**config.mk**
```make
export PLATFORM = sky130hd
export DESIGN_NAME = sha512_queue
export DESIGN_NICKNAME = d
export VERILOG_FILES = /design/src/rtl/sha512_pkg.sv /design/src/rtl/sha512_queue.sv
export SDC_FILE = /design/constraint.sdc
export NUM_CORES = 1
export LEC_CHECK = 0
export ABC_AREA = 1
export BUFFER_PORTS_ARGS = -buffer_cell sky130_fd_sc_hd__buf_2
export CAP_MARGIN = 20
export CORE_MARGIN = 5
export CORE_UTILIZATION = 42
export DETAILED_ROUTE_END_ITERATION = 8
export PLACE_DENSITY = 0.75
export SETUP_SLACK_MARGIN = 0.02
export SYNTH_ARGS = -nofsm -noshare
export SYNTH_HDL_FRONTEND = slang
export SYNTH_SLANG_ARGS = --single-unit
```
**constraint.sdc**
```tcl
create_clock -name clk -period 5 [get_ports clk]
set_input_delay 1 -clock clk [delete_from_list [all_inputs] [get_ports clk]]
set_output_delay 1 -clock clk [all_outputs]
set_load 0.02 [all_outputs]
```
**src/rtl/sha512_pkg.sv**
```systemverilog
`timescale 1ns / 1ps
// ============================================================================
// sha512_pkg
// shared types, constants and round functions of the sha-512 core
// ============================================================================
package sha512_pkg;

    typedef logic [63:0] word_t;

    // front to back queue entry
    typedef struct packed {
        logic [63:0] data_word;
        logic [3:0]  byte_count;
        logic        last;
    } item_t;

    localparam int QUEUE_DEPTH = 2;
    localparam int ROUNDS      = 80;

    localparam word_t IV_TABLE [8] = '{
        64'h6a09e667f3bcc908, 64'hbb67ae8584caa73b, 64'h3c6ef372fe94f82b,
        64'ha54ff53a5f1d36f1, 64'h510e527fade682d1, 64'h9b05688c2b3e6c1f,
        64'h1f83d9abfb41bd6b, 64'h5be0cd19137e2179
    };

    localparam logic [7:0] PAD_BYTE = 8'h80;

    localparam word_t K_TABLE [80] = '{
        64'h428a2f98d728ae22, 64'h7137449123ef65cd, 64'hb5c0fbcfec4d3b2f, 64'he9b5dba58189dbbc,
        64'h3956c25bf348b538, 64'h59f111f1b605d019, 64'h923f82a4af194f9b, 64'hab1c5ed5da6d8118,
        64'hd807aa98a3030242, 64'h12835b0145706fbe, 64'h243185be4ee4b28c, 64'h550c7dc3d5ffb4e2,
        64'h72be5d74f27b896f, 64'h80deb1fe3b1696b1, 64'h9bdc06a725c71235, 64'hc19bf174cf692694,
        64'he49b69c19ef14ad2, 64'hefbe4786384f25e3, 64'h0fc19dc68b8cd5b5, 64'h240ca1cc77ac9c65,
        64'h2de92c6f592b0275, 64'h4a7484aa6ea6e483, 64'h5cb0a9dcbd41fbd4, 64'h76f988da831153b5,
        64'h983e5152ee66dfab, 64'ha831c66d2db43210, 64'hb00327c898fb213f, 64'hbf597fc7beef0ee4,
        64'hc6e00bf33da88fc2, 64'hd5a79147930aa725, 64'h06ca6351e003826f, 64'h142929670a0e6e70,
        64'h27b70a8546d22ffc, 64'h2e1b21385c26c926, 64'h4d2c6dfc5ac42aed, 64'h53380d139d95b3df,
        64'h650a73548baf63de, 64'h766a0abb3c77b2a8, 64'h81c2c92e47edaee6, 64'h92722c851482353b,
        64'ha2bfe8a14cf10364, 64'ha81a664bbc423001, 64'hc24b8b70d0f89791, 64'hc76c51a30654be30,
        64'hd192e819d6ef5218, 64'hd69906245565a910, 64'hf40e35855771202a, 64'h106aa07032bbd1b8,
        64'h19a4c116b8d2d0c8, 64'h1e376c085141ab53, 64'h2748774cdf8eeb99, 64'h34b0bcb5e19b48a8,
        64'h391c0cb3c5c95a63, 64'h4ed8aa4ae3418acb, 64'h5b9cca4f7763e373, 64'h682e6ff3d6b2b8a3,
        64'h748f82ee5defb2fc, 64'h78a5636f43172f60, 64'h84c87814a1f0ab72, 64'h8cc702081a6439ec,
        64'h90befffa23631e28, 64'ha4506cebde82bde9, 64'hbef9a3f7b2c67915, 64'hc67178f2e372532b,
        64'hca273eceea26619c, 64'hd186b8c721c0c207, 64'heada7dd6cde0eb1e, 64'hf57d4f7fee6ed178,
        64'h06f067aa72176fba, 64'h0a637dc5a2c898a6, 64'h113f9804bef90dae, 64'h1b710b35131c471b,
        64'h28db77f523047d84, 64'h32caab7b40c72493, 64'h3c9ebe0a15c9bebc, 64'h431d67c49c100d4c,
        64'h4cc5d4becb3e42b6, 64'h597f299cfc657e2a, 64'h5fcb6fab3ad6faec, 64'h6c44198c4a475817
    };

    function automatic word_t rotr(input word_t x, input int n);
        rotr = (x >> n) | (x << (64 - n));
    endfunction

    function automatic word_t sig0(input word_t x);
        sig0 = rotr(x, 1) ^ rotr(x, 8) ^ (x >> 7);
    endfunction

    function automatic word_t sig1(input word_t x);
        sig1 = rotr(x, 19) ^ rotr(x, 61) ^ (x >> 6);
    endfunction

    function automatic word_t bsig0(input word_t x);
        bsig0 = rotr(x, 28) ^ rotr(x, 34) ^ rotr(x, 39);
    endfunction

    function automatic word_t bsig1(input word_t x);
        bsig1 = rotr(x, 14) ^ rotr(x, 18) ^ rotr(x, 41);
    endfunction

endpackage

```
**src/rtl/sha512_queue.sv**
```systemverilog
`timescale 1ns / 1ps
// ============================================================================
// sha512_queue
// small item queue between the input front end and the hash engine
// ============================================================================
module sha512_queue (
    input  logic                clk,
    input  logic                rst_n,
    input  logic                wr_valid,
    output logic                wr_stall,
    input  sha512_pkg::item_t   wr_item,
    output logic                rd_valid,
    input  logic                rd_stall,
    output sha512_pkg::item_t   rd_item
);
    import sha512_pkg::*;

    localparam int PW = $clog2(QUEUE_DEPTH);

    item_t           mem_reg [QUEUE_DEPTH];
    logic [PW-1:0]   wp_reg;
    logic [PW-1:0]   rp_reg;
    logic [PW:0]     cnt_reg;
    logic            push;
    logic            pop;

    assign wr_stall = (cnt_reg == (PW+1)'(QUEUE_DEPTH));
    assign rd_valid = (cnt_reg != '0);
    assign rd_item  = mem_reg[rp_reg];
    assign push     = wr_valid && !wr_stall;
    assign pop      = rd_valid && !rd_stall;

    always_ff @(posedge clk)
    begin
        if (push)
        begin
            mem_reg[wp_reg] <= wr_item;
        end
    end

    always_ff @(posedge clk or negedge rst_n)
    begin
        if (!rst_n)
        begin
            wp_reg  <= '0;
            rp_reg  <= '0;
            cnt_reg <= '0;
        end
        else
        begin
            if (push)
            begin
                wp_reg <= wp_reg + 1'b1;
            end
            if (pop)
            begin
                rp_reg <= rp_reg + 1'b1;
            end
            cnt_reg <= cnt_reg + (PW+1)'(push) - (PW+1)'(pop);
        end
    end

`ifndef SYNTH
    a_no_overflow: assert property (@(posedge clk) disable iff (!rst_n)
        cnt_reg <= (PW+1)'(QUEUE_DEPTH))
        else $error("queue count beyond depth");
    a_cnt_track: assert property (@(posedge clk) disable iff (!rst_n)
        (push && !pop) |=> cnt_reg == $past(cnt_reg) + 1'b1)
        else $error("queue count lost a push");
    a_cnt_pop: assert property (@(posedge clk) disable iff (!rst_n)
        (pop && !push) |=> cnt_reg == $past(cnt_reg) - 1'b1)
        else $error("queue count lost a pop");
`endif

endmodule

```
After elaboration in Yosys (flattened, before gate mapping)
Memory sizes are Yosys's and may differ from the RTL's.
Index checks and enable logic that the tools add are counted.
{"block": "totals", "mem_bits_rw": 138, "mem_bits_ro": 0, "ff_bits": 4, "mem_count": 1, "latchBits": 0}
{"block": "classes", "div_mod_pow": 0, "shift": 0, "n_addsub": 4, "eq_ne": 1, "n_mux": 2, "order_cmp": 0, "n_reduce_logical": 5, "n_mul": 0, "n_bitwise": 0}
{"memory": "mem_reg", "depth": 2, "width": 69, "read_ports": 1, "rd_clocked_by_memory_dff": 0, "wr": 1, "line_no": "sha512_queue.sv:20", "source": "item_t mem_reg [QUEUE_DEPTH];"}
{"operator": "adder 1 bit (second input constant)", "count": 2}
{"operator": "adder 2 x 1 -> 2 bit", "count": 1}
{"operator": "equality test 2 bit (second input constant)", "count": 1}
{"operator": "logical AND 1 bit", "count": 2}
{"operator": "zero test 1 bit", "count": 2}
{"operator": "two-way mux 1 bit", "count": 2}
{"operator": "nonzero test 2 bit", "count": 1}
{"operator": "subtractor 2 x 1 -> 2 bit", "count": 1}

Depth between registers and ports, before layout
Gate-level depths: netlist of the first run.
{"block": "depth", "ltp_word": 5, "ltp_mapped": 10, "ltp_nobuf": 10}

Worst setup path before layout of the first run
No wires, ideal clock.
{"block": "synth_path", "path_type": "in2reg", "from": "in wr_valid", "to": "mem mem_reg[1][0] (netlist bit), enable pin", "path_slack_ns": 0.538, "path_buffers": 0, "t_arrival_ns": 3.966, "stages": 2, "path_cell_list": "nand2_1 > nor2_1"}
{"block": "synth_via", "elab_chain_len": 3}
{"element": "start, declared", "line_no": "sha512_queue.sv:9", "source": "input logic wr_valid,"}
{"element": "logical AND 1 bit", "line_no": "sha512_queue.sv:30", "source": "assign push = wr_valid && !wr_stall;"}
{"element": "two-way mux 1 bit", "line_no": "sha512_queue.sv:35", "source": "if (push)"}
{"element": "two-way mux 1 bit (not written as such)", "line_no": "sha512_queue.sv:37", "source": "mem_reg[wp_reg] <= wr_item;"}
{"element": "end, declared", "line_no": "sha512_queue.sv:20"}
No other way between the ends.

==> results of run 1 <==
==> cell type report <==
cell class                      instances  area, sq um
Clock buffer                           18        429.2
Sequential cell                       142         4245
Clock inverter                         14        221.5
Tap cell                              168        210.2
Multi-Input combinational cell        226        877.1
Timing Repair Buffer                  147        770.7
Fill cell                            1023         5364
Inverter                               11        43.79
==> worst max-delay path: cells and delay by family (launching register included) <==
kind          cells  cell delay, ns
buf+inv           2            0.79
flops             1            0.67
simple gates      2            0.24
==> routing by layer <==
metal | vias to the layer above | part of all wire
met5 | - | 0
met4 | 0 | 0.011
met3 | 10 | 0.073
met2 | 121 | 0.51
met1 | 1531 | 0.41
li1 | 1625 | -
==> cell families after synthesis <==
family	share of synthesized area
AND/OR/NAND/NOR	0.1606
flip-flops	0.8069
buffers and inverters	0.02783
adder cells (fa/ha/maj)	0.004757
==> power by group through the flow <==
stage | combinational, mW | sequential (mW) | clock [mW]
after floorplan | 0.988 | 1.72 | 0
after global placement | 1.40 | 1.75 | 0
after detailed placement | 1.42 | 1.76 | 0
after CTS | 1.43 | 1.74 | 1.40
after global routing | 1.55 | 1.76 | 1.46
final | 1.40 | 1.73 | 1.37
==> cells in the final DEF, fill, tap and decap left out <==
cell,n
buf_12,2
buf_2,143
buf_4,2
bufinv_16,6
clkbuf_1,1
clkbuf_16,17
clkinv_1,4
clkinv_2,2
clkinv_4,1
clkinvlp_4,1
dfrtp_1,3
dfrtp_2,1
edfxtp_1,138
ha_1,2
inv_1,9
inv_2,1
inv_4,1
nand2_1,220
nand3_1,3
nor2_4,1
==> final timing paths <==
| kind | from | end | slack, ns | cells after the start |
|---|---|---|---|---|
| hold reg to reg | wp_reg$_DFFE_PN0P_ | wp_reg$_DFFE_PN0P_ | 0.49 | 2 |
| setup reg to reg | wp_reg$_DFFE_PN0P_ | mem_reg[0][53]$_DFFE_PP_ | 2.82 | 4 |
| setup / recovery | rp_reg$_DFFE_PN0P_ | rd_item[65] | 1.79 | 4 |
| hold / removal | rst_n | wp_reg$_DFFE_PN0P_ | 0.39 | 1 |
| max in group asynchronous | rst_n | rp_reg$_DFFE_PN0P_ | 4.47 | 1 |
| min in group clk | wp_reg$_DFFE_PN0P_ | wp_reg$_DFFE_PN0P_ | 0.49 | 2 |
==> per-stage QoR <==
step	total power, mW	area [sq um]	std cells	hold WS, ns	worst slack [ns]
final	4.508	6798	726	0.3903	1.794
after global routing	4.777	6798	726	0.3664	1.584
after CTS	4.564	6778	725	0.3702	1.727
after detailed placement	3.183	6127	693	0.4750	2.200
after global placement	3.144	6127	693	0.4564	2.232
after floorplan	2.703	5260	394	0.4419	0.5378
==> results by group, run 1 <==
Clock tree
  • Hold buffers post-CTS: 0
  • # clock sinks: roughly 140
  • Clock transition at the registers of the reported paths: 0.06 ns
  • Setup Buffers After CTS: 0
  • Root buffer cell: clkbuf_16
  • H-Tree Depth: 4
  • CTS tree: built
  • PostCTS Resize Cnt: 0
  • Max clock buf depth: 2
  • TritonCTS buffer count: 17
  • Clock Latency Late Sink: 0.41 ns

Pwr
  • Seq pwr share: 0.384
  • Sw power: approximately 1.6 mW
  • Power Internal: 2.950 mW
  • Clock network power share: 0.305
  • Switch share: 0.3458
  • Worst VDD drop: ~0.36 mV
  • Static Leak: 2.974 nW
  • Combinational power share: 0.311
  • Power Density: 663.2 nW/um^2

Routing
  • DRC marker count from the first detailed-route iteration: 193
  • Detailed Routing Iterations Pass 1: 5
  • Via count: 3,287
  • Avg WL per Cell: 14.43 microns
  • Vias/cell: 4.528
  • Final WL: 10,480 microns
  • Routed Antenna Nets: 0
  • Drt drc: 0

Die
  • Row cnt: 40
  • Die area: 14,860 sq um
  • Top Ports: 144
  • Die width: 121.9 microns
  • Initial core utilization: 0.4325
  • Core area: 12,160 sq um
  • Die Ht: 121.9 microns

Global routing
  • Met2 Resource Use GR: 0.2490
  • Largest net degree at the start of global routing: 71
  • Vias in the first global route: 3,370
  • Initial antenna violation count: 0
  • Total global routing overflow: 0
  • First-pass GRT wire length: 16,710 microns
  • Tot GR Track Use: 0.1500
  • Grt peak-use layer: met2
  • M1 GR Usage: 0.1739
  • Met3 usage: 0.06082

Layout
  • ANT cells: 0
  • Final Net Count: 620
  • Share of cells above drive strength 1: 0.3190
  • Final core utilization: 0.5590
  • Largest register FFs: roughly 140
  • Area grow syn2layout: 29.23%

Synthesis
  • Post-synth top area cell: edfxtp_1
  • #FFs+latches synth: 142
  • Share of the synthesized area in the top cell type: 0.7878
  • Post-synthesis sequential area ratio: 0.8069
  • Yosys cell types: 11
  • Post-Syn Area per Cell: 13.35 sq um
  • Most common cell in the netlist: nand2_1
  • Synth Flop Type: edfxtp_1
  • EDFF count, synth: 138
  • Async SR Flop Fraction: 0.02817
  • Yosys synthesis warning count: 0
  • Syn nets: 469
  • Largest cells by area after synthesis: edfxtp_1, nand2_1, dfrtp_1
  • Synth Instances: 394
  • Commonest cells in the netlist: nand2_1, edfxtp_1, inv_1
  • Netlist Area Pre-Place: 5260 sq um

Placement
  • Port buffer count: between 100 and 150
  • Post-detail-place hpwl: 6746 microns
  • GPL Wtd Cong: 0.7109

Setup path
  • Slowest stage delay, CP: 0.67 ns
  • Crit-path slowest cell: dfrtp_2
  • Cell chain of the critical path: inv_4 -> nand2_1 -> nand2_1 -> buf_2
  • Crit Path Class: flop to output pin
  • Critical Path End Type: output pin
  • Critical Path RT: 4.00 ns
  • CP Launch Type: flop
  • WP data arrival: 2.21 ns
  • CP Max Fanout: 70
  • Crit path top cell by count: nand2_1

STA
  • Final Slew Violations: 0
  • Setup TNS Final: 0 ns
  • # setup viols final: 0
  • Post-Route Skew: 0.009224 ns
  • FMAX: 0.3120 GHz
  • RSZ-0062 raised after global routing: no
  • Fin crit period: approximately 3.2 ns
  • Worst Max-Slew Pin Slew: slightly above 0.9 ns
  • Final Hold Fails: 0
  • Final worst-path cycle share: 0.6411
  • Slew HR: 0.3925

Min path
  • Min-Delay Path Class: primary input to asynchronous set/reset pin

Job
  • Max Cap Viol: 0

Outcome
  • Run status: completed
Note: power is estimated with default switching activity, not from simulation.
==> run 2, diff against run 1 <==
ABC_AREA = 0   (was 1)
PLACE_DENSITY = 0.77   (was 0.75)
clock period = 2.6 ns   (was 5 ns; I/O delays follow)
==> run 2 against run 1 <==
Net effect:
- register-to-register slack got worse by 1.9 ns
- setup slack got worse by 1.4 ns
- sequential share of layout area decreased by 2.4 points
- clock-buffer cell count increased by 1
- utilization decreased by 1.8 points
- first-iteration DRC count decreased by 41%
- worst hold slack got worse by 0.094 ns
- routed wire length decreased by 9.6%
- synthesized cell count decreased by 41%
- global-route usage decreased by 2.3 points
- sequential power increased by 90%
- critical endpoint is now rd_item[3]
==> results by group, run 2 <==
Synthesis
  • Largest cells by area after synthesis: edfxtp_1, mux2_4, buf_12
  • #FFs+latches synth: 142
  • Post-synth top area cell: edfxtp_1
  • Syn nets: around 310
  • Post-Syn Area per Cell: 23.77 sq um
  • Post-synthesis sequential area ratio: 0.7662
  • Share of the synthesized area in the top cell type: 0.7481
  • Yosys cell types: 15
  • Async SR Flop Fraction: 0.02817
  • Yosys synthesis warning count: 0
  • Synth Instances: 233
  • Commonest cells in the netlist: edfxtp_1, mux2_4, buf_12
  • EDFF count, synth: roughly 140
  • Most common cell in the netlist: edfxtp_1
  • Netlist Area Pre-Place: 5539 sq um
  • Synth Flop Type: edfxtp_1

Setup path
  • Critical Path End Type: output pin
  • CP Launch Type: flop
  • WP data arrival: 1.67 ns
  • Critical Path RT: 2.08 ns
  • Slowest stage delay, CP: 0.44 ns
  • Reg2reg start: cnt_reg[1]$_DFF_PN0_
  • R2R depth: 7
  • Crit path launch: rp_reg$_DFFE_PN0P_
  • Capturing point of the worst reg2reg path: cnt_reg[1]$_DFF_PN0_
  • Crit-path slowest cell: dfrtp_4
  • Cell chain of the critical path: buf_12 -> mux2_4 -> buf_2
  • Reg2Reg Setup Slack: slightly below 0.9 ns
  • CP Max Fanout: 40
  • Crit Path Class: flop to output pin

Layout
  • Share of cells above drive strength 1: 0.6118
  • Final Net Count: roughly 470
  • Most common cell after layout, fill and taps aside: buf_2
  • Storage cell area: 4248 sq um
  • Area grow syn2layout: 27.69%
  • Non-Filler Instances: 583
  • ANT cells: 0
  • # fillers: a little over 1,000
  • Area of the multi-input gates: between 1000 and 1500 sq um
  • Final core utilization: 0.5405
  • Most frequent cells in the layout: buf_2, edfxtp_1, mux2_4
  • Largest register FFs: 138

Min path
  • Min-Delay Path Class: primary input to flop
  • WHS Path Cells: 1
  • Min-Delay Endpoint: mem_reg[1][48]$_DFFE_PP_
  • Min-Delay Startpoint: wr_item[48]

Global routing
  • Tot GR Track Use: 0.1273
  • First-pass GRT wire length: 15,000 microns
  • Initial antenna violation count: 0
  • Vias in the first global route: around 3,000
  • Largest net degree at the start of global routing: 49
  • Total global routing overflow: 0

Die
  • Die Ht: about 120 microns
  • Initial core utilization: 0.4233
  • Top Ports: 144
  • Core area: about 13,000 sq um
  • Die width: 124.8 microns
  • Die area: 15,590 sq um
  • Row cnt: 42

STA
  • Slew HR: 0.6154
  • Post-Route Skew: 0.005253 ns
  • RSZ-0062 raised after global routing: no
  • Final worst-path cycle share: 0.8425
  • # setup viols final: 0
  • Final Hold Fails: 0
  • Fin crit period: around 2.2 ns
  • Setup TNS Final: 0 ns
  • Worst Max-Slew Pin Slew: 0.5769 ns
  • FMAX: 0.4565 GHz
  • Final Slew Violations: 0

Routing
  • Drt drc: 0
  • Via count: 2,626
  • Routed Antenna Nets: 0
  • Vias/cell: 4.504
  • Avg WL per Cell: 16.25 microns
  • Final WL: 9471 microns
  • Detailed Routing Iterations Pass 1: 4
  • DRC marker count from the first detailed-route iteration: 114

Pwr
  • Seq pwr share: 0.374
  • Static Leak: 2.869 nW
  • Overall power: 8.780 mW
  • Sw power: 2.604 mW
  • Worst VDD drop: 0.7810 mV
  • Power Density: 1241 nW/um^2
  • Power Internal: 6.176 mW
  • Clock network power share: 0.287
  • Combinational power share: 0.339
  • Switch share: 0.2966

Placement
  • Port buffer count: roughly 140
  • Placed insts: 550
  • Post-detail-place hpwl: 6607 microns
  • GPL Wtd Cong: roughly 0.71

Clock tree
  • Hold buffers post-CTS: 1
  • # clock sinks: 142
  • Clock Latency Late Sink: 0.41 ns
  • Max clock buf depth: 2
  • CTS tree: built
  • Setup Buffers After CTS: 0
  • TritonCTS buffer count: 17
  • PostCTS Resize Cnt: 0
  • Root buffer cell: clkbuf_16
  • H-Tree Depth: 4
  • Clock transition at the registers of the reported paths: 0.05 ns

Outcome
  • Run status: completed

Job
  • Max Cap Viol: 0
## run 2: changes by cell type after synthesis, sizes merged, moves of 3 or more
cell | before | now
buf | 15 | 8
inv | 11 | 2
mux2 | 0 | 69
nand2 | 220 | 1
nand3 | 3 | 0
xnor2 | 0 | 3
## run 2: power by group through the flow
stage | Sequential (mW) | Clock (mW) | Combinational (mW)
floorplan | 3.29 | 0 | 2.39
global placement | 3.31 | 0 | 2.99
detailed placement | 3.34 | 0 | 3.03
CTS | 3.29 | 2.59 | 3.04
global route | 3.33 | 2.71 | 3.15
finish | 3.29 | 2.52 | 2.97
## run 2: metrics by stage
stage	hold slack, ns	setup slack (ns)	cell area [sq um]
after floorplan	0.2244	0.5180	5548
after global placement	0.3272	0.8107	6435
after detailed placement	0.3337	0.8042	6435
after CTS	0.2705	0.3876	7073
after global routing	0.2656	0.3483	7073
final	0.2961	0.4096	7073
## run 2: worst max path at each step
stage                               endpoint  cells after the start
floorplan            mem_reg[0][0]$_DFFE_PP_                      2
global placement    mem_reg[1][56]$_DFFE_PP_                      3
global route                      rd_item[3]                      3
detailed placement  mem_reg[1][50]$_DFFE_PP_                      3
CTS                              rd_item[35]                      3
finish                            rd_item[3]                      3
## run 2: final cells by class
class	instances	area share
timing repair buffer	150	0.1160
multi-input combinational	81	0.1624
sequential	142	0.6006
clock inverter	13	0.02760
clock buffer	19	0.06121
tap	176	0.03113
inverter	2	0.001061
## run 2: critical path: cells and delay by family (launching register included)
kind     cells  cell delay, ns
mux          1            0.34
buf+inv      2            0.43
flops        1            0.44
## run 2: cells by family after synthesis
logic type / after synthesis / share of synthesized area
buffers and inverters: 10 / 0.02869
adders and majority gates: 2 / 0.004517
DFF: 142 / 0.7662
and+or+nand+nor: 6 / 0.007229
muxes: 69 / 0.1870
xor gates and xnor gates: 4 / 0.006326
## run 2: metal layers
metal	part of all wire	track usage	up-vias	routed length, microns
met5	0	0	-	0
met4	0.015	0.05357	0	143
met3	0.094	0.06818	14	892
met2	0.52	0.2185	98	4938
met1	0.37	0.1288	1274	3496
li1	-	-	1240	-
==> run 3, diff against run 2 <==
clock period = 2 ns   (was 2.6 ns; I/O delays follow)
==> run 3 against run 2 <==
Net effect:
- clock-buffer cell count fell by 1
- routed wire length rose by 3.3%
- final area rose by 3.1%
- the flow now finishes with violations (negative setup slack)
- utilization rose by 1.7 points
- global-route usage rose by 0.36 points
- register-to-register slack got worse by 0.56 ns
- first-iteration DRC count fell by 12%
- critical path depth did not move
- die area did not move
- flip-flop and latch count did not move
==> results by group, run 3 (synthesized netlist as in run 2, its figures left out) <==
Outcome
  • Run status: complete, but fails checks
  • Failing checks: negative setup slack

Routing
  • Drt drc: 0
  • Detailed Routing Iterations Pass 1: 4
  • DRC marker count from the first detailed-route iteration: 100
  • Routed Antenna Nets: 0
  • Via count: 2,678
  • Final WL: between 9000 and 10,000 microns
  • Avg WL per Cell: 16.64 microns
  • Vias/cell: 4.554

Die
  • Row cnt: 42
  • Die Ht: 124.8 microns
  • Die width: 124.8 microns
  • Die area: 15,590 sq um
  • Initial core utilization: 0.4233
  • Core area: ~13,000 sq um
  • Top Ports: 144

STA
  • Final worst-path cycle share: 1.018
  • Final Hold Fails: 0
  • Post-Route Skew: 0.01206 ns
  • FMAX: 0.4911 GHz
  • Final Slew Violations: 0
  • RSZ-0062 raised after global routing: yes
  • Fin crit period: 2.036 ns
  • Slew HR: 0.8578
  • Final setup margin: -0.03638 ns
  • Worst Max-Slew Pin Slew: 0.2133 ns
  • Worst hold slack: about 0.17 ns
  • Setup TNS Final: -1.167 ns
  • # setup viols final: 65

Clock tree
  • CTS tree: built
  • H-Tree Depth: 4
  • Root buffer cell: clkbuf_16
  • Max clock buf depth: 2
  • TritonCTS buffer count: 17
  • Clock transition at the registers of the reported paths: 0.06 ns
  • # clock sinks: 142
  • Clock Latency Late Sink: 0.41 ns

Setup path
  • Reg2reg start: cnt_reg[1]$_DFF_PN0_
  • WP data arrival: 1.64 ns
  • Critical Path RT: 1.60 ns
  • Cell chain of the critical path: buf_12 -> mux2_4 -> buf_2
  • Crit-path slowest cell: dfrtp_4
  • Worst path top cell family by delay: flip-flops
  • Critical Path End Type: output pin
  • Critical path buffer and inverter count: 2
  • Slowest stage delay, CP: 0.54 ns
  • Crit Path Class: flop to output pin
  • CP Max Fanout: 23
  • CP Launch Type: flop
  • Crit path launch: rp_reg$_DFFE_PN0P_

Layout
  • Most common cell after layout, fill and taps aside: edfxtp_1
  • Area of the multi-input gates: around 1200 sq um
  • # fillers: slightly above 1,000
  • Final core utilization: 0.5575
  • Non-Filler Instances: 588
  • Most frequent cells in the layout: edfxtp_1, buf_2, mux2_4
  • Storage cell area: ~4200 sq um
  • Area grow syn2layout: 31.69%
  • Share of cells above drive strength 1: 0.6262
  • Final Net Count: about 470
  • Largest register FFs: roughly 140
  • ANT cells: 0

Global routing
  • First-pass GRT wire length: 15,480 microns
  • Largest net degree at the start of global routing: 37
  • Vias in the first global route: 2,976
  • Tot GR Track Use: 0.1308
  • Total global routing overflow: 0
  • Initial antenna violation count: 1

Pwr
  • Power Density: 1589 nW/um^2
  • Static Leak: 2.923 nW
  • Worst VDD drop: 0.7370 mV

Min path
  • Min-Delay Startpoint: wr_item[52]
  • Min-Delay Path Class: primary input to flop

Placement
  • Post-detail-place hpwl: 6812 microns
  • GPL Wtd Cong: 0.7227
  • Port buffer count: 143
  • DP Worst Slack: 0.2920 ns
  • Placed insts: between 500 and 600

Job
  • Max Cap Viol: 0
-- run 3: cell type report --
cell class,instances,share of cell area
clock buffer,18,0.05883
timing repair buffer,155,0.1532
multi-input combinational,81,0.1578
clock inverter,14,0.01664
sequential,142,0.5823
tap,176,0.03019
inverter,2,0.001029
-- run 3: path summary, 6_finish.rpt --
check | to | cells past startpoint | slack (ns)
max | rd_item[31] | 3 | -0.04
min | mem_reg[0][52]$_DFFE_PP_ | 1 | 0.17
max reg2reg | cnt_reg[1]$_DFF_PN0_ | 7 | 0.31
min reg2reg | cnt_reg[0]$_DFF_PN0_ | 1 | 0.54
max in group asynchronous | rp_reg$_DFFE_PN0P_ | 2 | 1.52
min in group asynchronous | cnt_reg[0]$_DFF_PN0_ | 2 | 0.34
-- run 3: per-stage QoR --
step | total power, mW | cell area (sq um)
global placement | 8.289 | 6485
floorplan | 7.381 | 5550
detailed placement | 8.371 | 6485
CTS | 11.54 | 7182
finish | 11.59 | 7295
global route | 12.14 | 7295
-- run 3: report_power, final --
group          internal [mW]  total, mW  leakage, nW  switching [mW]
combinational           2.24       4.46         1.35            2.21
sequential              4.08       4.29         1.33           0.212
clock                   1.70       2.85        0.244            1.15
total                   8.02       11.6         2.92            3.58
-- run 3: worst reg2reg max path: stages, from the launching register on --
cell     delay (ns)
dfrtp_1        0.41
or2_1          0.26
nor2b_4        0.14
ha_1           0.26
inv_1          0.04
ha_1           0.18
xnor2_1        0.17
xnor2_1        0.15
-- run 3: timing repair --
action | CTS | global route
resized for setup | 39 | 36
setup endpoints to repair | 62 | 69
gates cloned | 0 | 0
hold buffers | 1 | 0
buffers inserted | 2 | 0
endpoints found under the hold margin | 4 | 0
-- run 3: routing by layer --
layer / GRT usage / part of all wire / vias to the layer above
met4: 0.05740 / 0.014 / 2
met3: 0.05789 / 0.070 / 12
met5: 0 / 0.00072 / -
met2: 0.2242 / 0.53 / 93
met1: 0.1398 / 0.39 / 1314
li1: - / - / 1257
